[src/ffla_pkg.sv]
// ----------------------------------------------------------------------------
// ffla_pkg
// Shared constants, codes and types of the frame free-list allocator.
// ----------------------------------------------------------------------------
package ffla_pkg;

    // frame geometry
    localparam int unsigned FRAME_CAP   = 1024;
    localparam int unsigned FRAME_BYTES = 4096;
    localparam int unsigned FRAME_SHIFT = $clog2(FRAME_BYTES);
    localparam int unsigned IDX_W       = $clog2(FRAME_CAP);
    localparam int unsigned LINK_W      = $clog2(FRAME_CAP + 1);
    localparam int unsigned CNT_W       = 11;
    localparam int unsigned ADDR_W      = 22;
    localparam int unsigned WORD_W      = 32;
    localparam int unsigned QUOT_W      = WORD_W - FRAME_SHIFT;
    localparam int unsigned STATUS_W    = 2;

    // stream payload widths
    localparam int unsigned IN_DATA_W   = WORD_W;
    localparam int unsigned OUT_FIELD_W = ADDR_W + 3 * CNT_W;
    localparam int unsigned OUT_DATA_W  = ((OUT_FIELD_W + 7) / 8) * 8;

    // null link marker, no valid index
    localparam logic [LINK_W-1:0] LINK_NULL = LINK_W'(FRAME_CAP);

    // operation kinds
    localparam logic KIND_ALLOC = 1'b0;
    localparam logic KIND_FREE  = 1'b1;

    // result status codes
    typedef enum logic [STATUS_W-1:0] {
        STAT_DONE         = 2'd0,
        STAT_NO_FRAME     = 2'd1,
        STAT_OUT_OF_RANGE = 2'd2
    } t_status;

    // controller states
    typedef enum logic [1:0] {
        S_SWEEP,
        S_IDLE,
        S_EXEC
    } t_state;

    // controller to datapath
    typedef struct packed {
        logic cfg_wr;
        logic sweep_wr;
        logic accept;
        logic commit;
    } t_cmd;

    // datapath to controller
    typedef struct packed {
        logic sweep_last;
        logic out_free;
    } t_sts;

endpackage

[src/ffla_ctrl.sv]
// ----------------------------------------------------------------------------
// ffla_ctrl
// Controller: link memory rebuild sweep, item accept and commit sequencing.
// ----------------------------------------------------------------------------
module ffla_ctrl
    import ffla_pkg::*;
(
    input  logic i_clk,
    input  logic i_rst_n,
    input  logic i_cfg_wr,
    input  logic i_item_valid,
    input  t_sts i_sts,
    output logic o_item_ready,
    output t_cmd o_cmd
);

    t_state r_state;
    t_state n_state;

    // state register
    always_ff @(posedge i_clk) begin
        if (!i_rst_n) begin
            r_state <= S_SWEEP;
        end else begin
            r_state <= n_state;
        end
    end

    // next state
    always_comb begin
        n_state = r_state;
        if (i_cfg_wr) begin
            n_state = S_SWEEP;
        end else begin
            unique case (r_state)
                S_SWEEP: begin
                    if (i_sts.sweep_last) n_state = S_IDLE;
                end
                S_IDLE: begin
                    if (i_item_valid) n_state = S_EXEC;
                end
                S_EXEC: begin
                    if (i_sts.out_free) n_state = S_IDLE;
                end
                default: n_state = S_SWEEP;
            endcase
        end
    end

    // outputs, no item taken in the cycle of a configuration write
    always_comb begin
        o_item_ready    = 1'b0;
        o_cmd.cfg_wr    = i_cfg_wr;
        o_cmd.sweep_wr  = 1'b0;
        o_cmd.accept    = 1'b0;
        o_cmd.commit    = 1'b0;
        unique case (r_state)
            S_SWEEP: begin
                o_cmd.sweep_wr = 1'b1;
            end
            S_IDLE: begin
                o_item_ready = !i_cfg_wr;
                o_cmd.accept = i_item_valid && !i_cfg_wr;
            end
            S_EXEC: begin
                o_cmd.commit = i_sts.out_free;
            end
            default: begin
                o_item_ready = 1'b0;
            end
        endcase
    end

endmodule

[config.mk]
export PLATFORM = sky130hd
export DESIGN_NAME = ffla_ctrl
export DESIGN_NICKNAME = d
export VERILOG_FILES = /design/src/ffla_pkg.sv /design/src/ffla_ctrl.sv
export SDC_FILE = /design/constraint.sdc
export NUM_CORES = 1
export LEC_CHECK = 0
export BUFFER_PORTS_ARGS = -buffer_cell sky130_fd_sc_hd__buf_2
export CORE_AREA = 5 5 42 44
export DETAILED_ROUTE_END_ITERATION = 8
export DIE_AREA = 0 0 47 49
export PLACE_DENSITY = 0.3
export SETUP_SLACK_MARGIN = 0.02
export SYNTH_ARGS = -nofsm -noshare
export SYNTH_HDL_FRONTEND = slang
export SYNTH_SLANG_ARGS = --single-unit
export TNS_END_PERCENT = 10
[constraint.sdc]
create_clock -name i_clk -period 1.9 [get_ports i_clk]
set_clock_uncertainty 0.1 [all_clocks]
set_input_delay 0.38 -clock i_clk [delete_from_list [all_inputs] [get_ports i_clk]]
set_output_delay 0.38 -clock i_clk [all_outputs]
set_load 0.01 [all_outputs]
==> results.md, run 1 <==
Critical path:
- The cell at the slowest stage of the critical path is dfxtp_1.
- The worst stage delay on the critical path is 0.41 ns.
- Among cell families on the critical path, the largest total delay comes from flip-flops.
- The signal on the critical path passes through nor3b_1 > and2_1 > buf_2.
- The largest fanout of any net on the critical path is 7.
- The worst setup path is captured at an output port.
- The data arrival time of the critical path is 1.14 ns.
- The required time reported for the critical path endpoint is 1.42 ns.
- Together, buffers and inverters on the worst path number 1.
- The worst setup path is of the reg2out kind.
- STA classifies the critical path startpoint as a register.

Clocking:
- The buffer count from post-CTS setup fixing is 0.
- The clock slew at the register clock pins of the worst setup and hold paths is 0.03 ns.
- In this run the deepest clock path goes through 2 buffers.
- The post-CTS resize count is 0.
- Buffers inserted to repair hold after CTS numbered 0.
- The number of levels in the clock H-tree is 1.
- CTS saw 2 sinks.
- Clock tree synthesis inserted a total of 3 buffers.
- For the worst-skew pair, the clock arrives at the later sink with an insertion delay of 0.22 ns.
- In this run the clock root is driven by a clkbuf_4.
- TritonCTS built the clock tree.

Global routing:
- Entering global routing, the biggest net connects 8 pins.
- The first global-routing pass estimated 738 um of wire.
- The number of antenna violations at the first check in global routing came to 0.
- Across every metal layer, demand over resource in global routing totals 0.0492.
- The global route total overflow is 0.
- The number of global-route vias before repair is 169.

Layout:
- The area growth from synthesis to layout is 65.4%.
- The cell area after layout is 215 um^2.
- In the final design database the tool counted 36 nets.
- The count of inserted antenna diode cells is 0.
- The register with the most flip-flops in the final layout is r_state.
- The largest registers in the layout are r_state (2).
- Of the cells placed in the final design, the portion with a size suffix greater than 1 is 0.500.
- Measured on the finished design, the core utilization comes to 0.154.
- After filler insertion, the fill cell instance count of the layout stands at 170.
- The number of flip-flops in the largest register is 2.
- Once layout is complete, the cells apart from fillers number 44.

STA:
- The count of pins over their slew limit is 0.
- Based on the critical path, the design can be clocked at up to 618 MHz.
- The slew of the pin with the lowest slew margin is 0.215 ns.
- The post-route clock period utilization is 0.852.
- For the final routed database, the setup TNS stands at 0 ns.
- The minimum clock period is 1.62 ns.
- In this run the tightest slew margin relative to its limit is 0.856.
- The final setup violation count is 0.
- The hold violation count in the final report is 0.
- The final worst setup slack is 0.281 ns.
- Setup repair after global routing left no endpoint under its margin.

Power:
- The switching power total is 0.0328 mW.
- For this design the ratio of total power to cell area is 723 nW/um^2.
- Of the total power, registers draw 0.295.
- VDD sags by at most 187 uV.
- The leakage component of the power is 0.0960 nW.
- The logic gate share of total power is 0.118.
- The net switching fraction of the power is 0.211.
- Of the total power, the clock network draws 0.587.
- The internal power component is 0.123 mW.

Yosys:
- The synthesized netlist occupies a cell area of 130 um^2.
- Yosys attributes the largest share of cell area to dfxtp_1 31%, nand2b_1 9.6%, a21oi_2 6.7%, a311oi_1 6.7%, or3b_1 6.7%.
- The flop and latch count out of synthesis is 2.
- Counting flops with a built-in enable in the synthesized netlist gives 0.
- Counting every net in the synthesized netlist gives 22.
- The sequential element share of the synthesized area is 0.308.
- After synthesis, the mean cell area works out to 8.13 um^2.
- In the synthesized netlist, the number of instances is 16.
- By count the netlist is led by 2 x dfxtp_1, 2 x nand2b_1, 2 x nor2_1.
- The predominant post-synthesis flop cell is dfxtp_1.
- The cell type with the largest total area after synthesis is dfxtp_1.
- Yosys printed 0 warnings.
- The synthesized netlist contains 13 unique library cells.
- For this run, asynchronously set or reset flops after synthesis account for 0.
- The share of synthesized area in the top cell type comes to 0.308.

Routing:
- The count of nets left with antenna violations after detail routing is 0.
- In the routed design, unresolved DRC markers number 0.
- For this run, the detailed router's first-pass iteration total came to 1.
- The vias after detailed routing is 158.
- After detailed routing, the average wire length per cell comes to 9.00 um.
- The detailed-route wire length is 396 um.
- In this run, the number of DRC markers left after iteration 0 of detailed routing was 0.
- After detailed routing, the number of vias per cell comes to 3.59.

Floorplan:
- The floorplan has 14 rows.
- The initial utilization of the core area, before any placement, comes to 0.0929.
- The die covers 2300 um^2.
- The die is 49 um tall.
- The area of the placeable core is 1400 um^2.
- The overall die width is 47 um.
- The boundary pin count is 11.

Placement:
- Routability-driven placement finished with a final weighted congestion of 0.734.
- The post-placement worst setup slack is 0.441 ns.
- The cell total after placement is 41.
- The placement-stage cell area is 193 um^2.
- Port buffering added 10 buffers.

Run status:
- The flow ran to the end, and the final reports show no timing, DRC or antenna violations.

Flow run:
- The max capacitance violation total is 0.

Hold path:
- The min-delay analysis places its worst path in the category in2reg.
final cells by class:
type,count,area [um^2],share of cell area
Multi-Input combinational cell,12,78.8,0.366
Timing Repair Buffer,10,50.0,0.233
Tap cell,16,20.0,0.0930
Clock buffer,3,22.5,0.105
Sequential cell,2,40.0,0.186
Inverter,1,3.75,0.0174
cell usage in the layout, fill, tap and decap left out:
master | Yosys | layout
a21oi_2 | 1 | 1
a311oi_1 | 1 | 1
and2_1 | 1 | 1
buf_2 | 0 | 10
clkbuf_4 | 0 | 3
dfxtp_1 | 2 | 2
inv_1 | 1 | 1
nand2_1 | 1 | 1
nand2b_1 | 2 | 2
nand3b_1 | 1 | 1
nor2_1 | 2 | 2
nor3b_1 | 1 | 1
o21a_1 | 1 | 1
or3b_1 | 1 | 1
final timing paths:
| check | end | depth (start not counted) | startpoint | slack [ns] |
|---|---|---|---|---|
| worst max register to register | r_state[1]$_SDFFE_PP0P_ | 2 | r_state[1]$_SDFFE_PP0P_ | 0.84 |
| worst max-delay path | o_cmd[1] | 3 | r_state[0]$_SDFFE_PP0P_ | 0.28 |
| worst min-delay path | r_state[1]$_SDFFE_PP0P_ | 3 | i_sts[0] | 0.34 |
| worst min register to register | r_state[0]$_SDFFE_PP0P_ | 2 | r_state[0]$_SDFFE_PP0P_ | 0.44 |
cells by family (layout without fill, tap and decap cells):
group           Yosys count  in the layout  share of synthesized area
simple gates              9              9                      0.414
compound gates            3              3                      0.192
flops                     2              2                      0.308
buf+inv                   2             14                     0.0865
tightest hold or removal path, cell delays in order:
cell and delay [ns]:
buf_2 0.08, or3b_1 0.11, a21oi_2 0.04
power by group through the flow:
stage	Clock (mW)	Sequential, mW	Combinational [mW]
after floorplan	0	0.0459	0.00958
after global placement	0	0.0463	0.0180
after detailed placement	0	0.0464	0.0189
after CTS	0.0979	0.0458	0.0190
after global routing	0.104	0.0463	0.0210
final	0.0914	0.0459	0.0184
metrics by stage:
stage                     power, mW  hold WS, ns
after floorplan              0.0554        0.394
after global placement       0.0643        0.418
after detailed placement     0.0653        0.438
after CTS                     0.163        0.335
after global routing          0.171        0.361
final                         0.156        0.344
per-layer routing:
| metal | vias up | track usage | routed length (um) |
|---|---|---|---|
| met2 | 11 | 0.0385 | 111 |
| met4 | 0 | 0.0415 | 5 |
| li1 | 80 | - | - |
| met1 | 65 | 0.0699 | 214 |
| met3 | 2 | 0.0443 | 65 |
| met5 | - | 0 | 0 |
(Power assumes the default switching activity.)
==> run 2: changes to the inputs <==
--- a/config.mk
+++ b/config.mk
@@ -6,10 +6,12 @@
 export NUM_CORES = 1
 export LEC_CHECK = 0
 export BUFFER_PORTS_ARGS = -buffer_cell sky130_fd_sc_hd__buf_2
+export CELL_PAD_IN_SITES_DETAIL_PLACEMENT = 1
+export CELL_PAD_IN_SITES_GLOBAL_PLACEMENT = 1
 export CORE_AREA = 5 5 42 44
 export DETAILED_ROUTE_END_ITERATION = 8
 export DIE_AREA = 0 0 47 49
-export PLACE_DENSITY = 0.3
+export PLACE_DENSITY = 0.34
 export SETUP_SLACK_MARGIN = 0.02
 export SYNTH_ARGS = -nofsm -noshare
 export SYNTH_HDL_FRONTEND = slang
==> results.md, run 2 (synthesis results as in run 1) <==
Critical path:
- The largest fanout of any net on the critical path is 7.
- The signal on the critical path passes through nor3b_1 > and2_1 > buf_2.
- The worst stage delay on the critical path is 0.42 ns.
- The startpoint identified for the worst register-to-register timing path is r_state[1]$_SDFFE_PP0P_.
- On the critical path the largest part of the delay comes from simple AND/OR/NAND/NOR gates.
- Counting both buffers and inverters, the worst setup path holds a total of 1.
- The startpoint kind of the worst setup timing path is a register.
- The data arrival time of the critical path is 1.19 ns.
- The worst register-to-register path ends at r_state[1]$_SDFFE_PP0P_.
- On the critical path, the stage with the largest delay is an instance of dfxtp_1.
- For flop-to-flop paths, the worst setup slack is 0.82 ns.
- STA classifies the critical path endpoint as an output port.
- The critical path start-end classification is reg2out.
- The worst register-to-register path has a depth of 2.
- The required time reported for the critical path endpoint is 1.42 ns.

Layout:
- The register with the highest flop count is r_state.
- Leaving out fill and tap cells, the most frequent cell in the layout is buf_2.
- The proportion of layout cells with a drive suffix above 1 is 0.500.
- In the final design database the tool counted 36 nets.
- The area growth from synthesis to layout is 65.4%.
- The register with the most flip-flops in the layout has 2 of them.
- The largest registers in the layout are r_state (2).
- Leaving out fill and tap cells, the most frequent cells in the layout are 10 x buf_2, 3 x clkbuf_4, 2 x nor2_1, 2 x nand2b_1, 2 x dfxtp_1.
- The number of antenna diodes in the final layout is 0.

Global routing:
- The global-route wire length before repair is 745 um.
- The largest net degree at the start of global routing is 8.
- The global-route met2 utilization is 0.0679.
- The routing layer with the top usage in global route is met4.
- The met3 track demand over resource in global routing is 0.0148.
- For this run, the total global-route usage over all layers was measured as 0.0513.
- For this run, global-route usage on met1 was measured as 0.0459.
- The number of global-route vias before repair was 187.
- The number of antenna violations at the first check in global routing is 0.
- After global routing the overflow that remains totals 0.

Power:
- The total power is 0.159 mW.
- The leakage component of the power is 0.0960 nW.
- The maximum vdd drop is 134 uV.
- The power density over the cells is 739 nW/um^2.

Placement:
- The routability congestion estimate from global placement is 0.664.
- The count of buffers added on input and output ports is 10.

STA:
- The final setup violation count is 0.
- For the final routed database, the setup TNS stands at 0 ns.
- The post-route clock period utilization is 0.877.
- The minimum clock period is 1.67 ns.
- Setup repair after global routing left no endpoint under its margin.
- The highest achievable clock rate is 600 MHz.
- The slew of the pin with the lowest slew margin is 0.218 ns.
- The count of pins over their slew limit is 0.
- The hold violation count in the final report was 0.
- The worst slew margin relative to its limit is 0.854.

Floorplan:
- For this configuration, the core starts out at a cell density of 0.0929.
- The region available for standard cell placement spans 1400 um^2.
- In this run the count of I/O pins placed on the die edge is 11.
- The die covers 2300 um^2.
- The row count is 14.
- From bottom edge to top edge, the die measures 49 um.
- In this run the horizontal extent of the chip is 47 um.

Clocking:
- Counting the buffers created by CTS gives 3.
- Clock-pin slew was measured on the worst setup and hold paths at 0.03 ns.
- In this run the number of H-tree levels came out at 1.
- For this design, the CTS-stage hold fixing added 0 buffers.
- The buffer count from post-CTS setup fixing is 0.
- The post-CTS resize count is 0.
- The clock sink count is 2.
- The insertion delay of the later-clocked pin in the worst-skew pair is 0.22 ns.
- The largest buffer count on any clock path is 2.
- In this run the clock root is driven by a clkbuf_4.
- TritonCTS built the clock tree.

Routing:
- The starting DRC count in detailed routing is 0.
- The number of remaining DRC errors is 0.
- Dividing the detail-routed wire length by the instance count gives 9.32 um.
- In this run the remaining antenna-violating nets after routing total 0.
- Summed over all layers, the routed wires come to 410 um.
- After detailed routing, the number of vias per cell comes to 3.45.
- The detailed router placed 152 vias in this run.
- The length of the first detailed-routing pass in iterations is 1.

Hold path:
- The worst hold path passes through 3 cells.
- The startpoint of the lowest-slack hold path is i_sts[1].
- The type of the most critical hold path is in2reg.
- The sink of the worst hold path is r_state[0]$_SDFFE_PP0P_.

Run status:
- The run finished with clean final reports.

Flow run:
- Max-cap violations in this run came to 0.
==> run 2: area by class of cell <==
type	count	area (um^2)
clock buffers	3	22.5
fillers	181	1190
inverters	1	3.75
multi-input cells	12	78.8
flip-flops and latches	2	40.0
well taps	16	20.0
repair buffers	10	50.0
==> run 2: worst register-to-register path: cells and delay by family (launching register included) <==
kind	cells	cell delay (ns)
compound gates	1	0.13
simple gates	1	0.38
flops	1	0.41
==> run 2: where the power goes <==
| part | internal [mW] | switching (mW) | leakage, nW |
|---|---|---|---|
| logic | 0.00954 | 0.00845 | 0.0659 |
| clock network | 0.0698 | 0.0252 | 0.0138 |
| registers | 0.0437 | 0.00233 | 0.0163 |
==> run 2: worst max path at each step <==
stage	startpoint	endpoint	slack (ns)	depth (start not counted)
floorplan	r_state[0]$_SDFFE_PP0P_	o_cmd[1]	0.43	2
detailed placement	i_cfg_wr	o_cmd[1]	0.42	4
finish	r_state[0]$_SDFFE_PP0P_	o_cmd[1]	0.23	3
CTS	r_state[0]$_SDFFE_PP0P_	o_cmd[1]	0.21	3
global placement	i_cfg_wr	o_cmd[1]	0.47	4
global route	r_state[0]$_SDFFE_PP0P_	o_cmd[1]	0.15	3
==> run 2: metrics by stage <==
step           setup slack, ns  hold WS, ns  utilization  instances  cell area, um^2
6_report                 0.233        0.336        0.154         44              215
5_1_grt                  0.151        0.340        0.154         44              215
4_1_cts                  0.214        0.329        0.154         44              215
3_5_place_dp             0.421        0.443        0.138         41              193
3_3_place_gp             0.470        0.458        0.138         41              193
2_1_floorplan            0.433        0.394            -         16              130
==> run 2: metal layers <==
layer | part of all wire | up-vias
li1 | - | 79
met1 | 0.36 | 70
met2 | 0.61 | 3
met3 | 0.020 | 0
met4 | 0 | 0
met5 | 0 | -
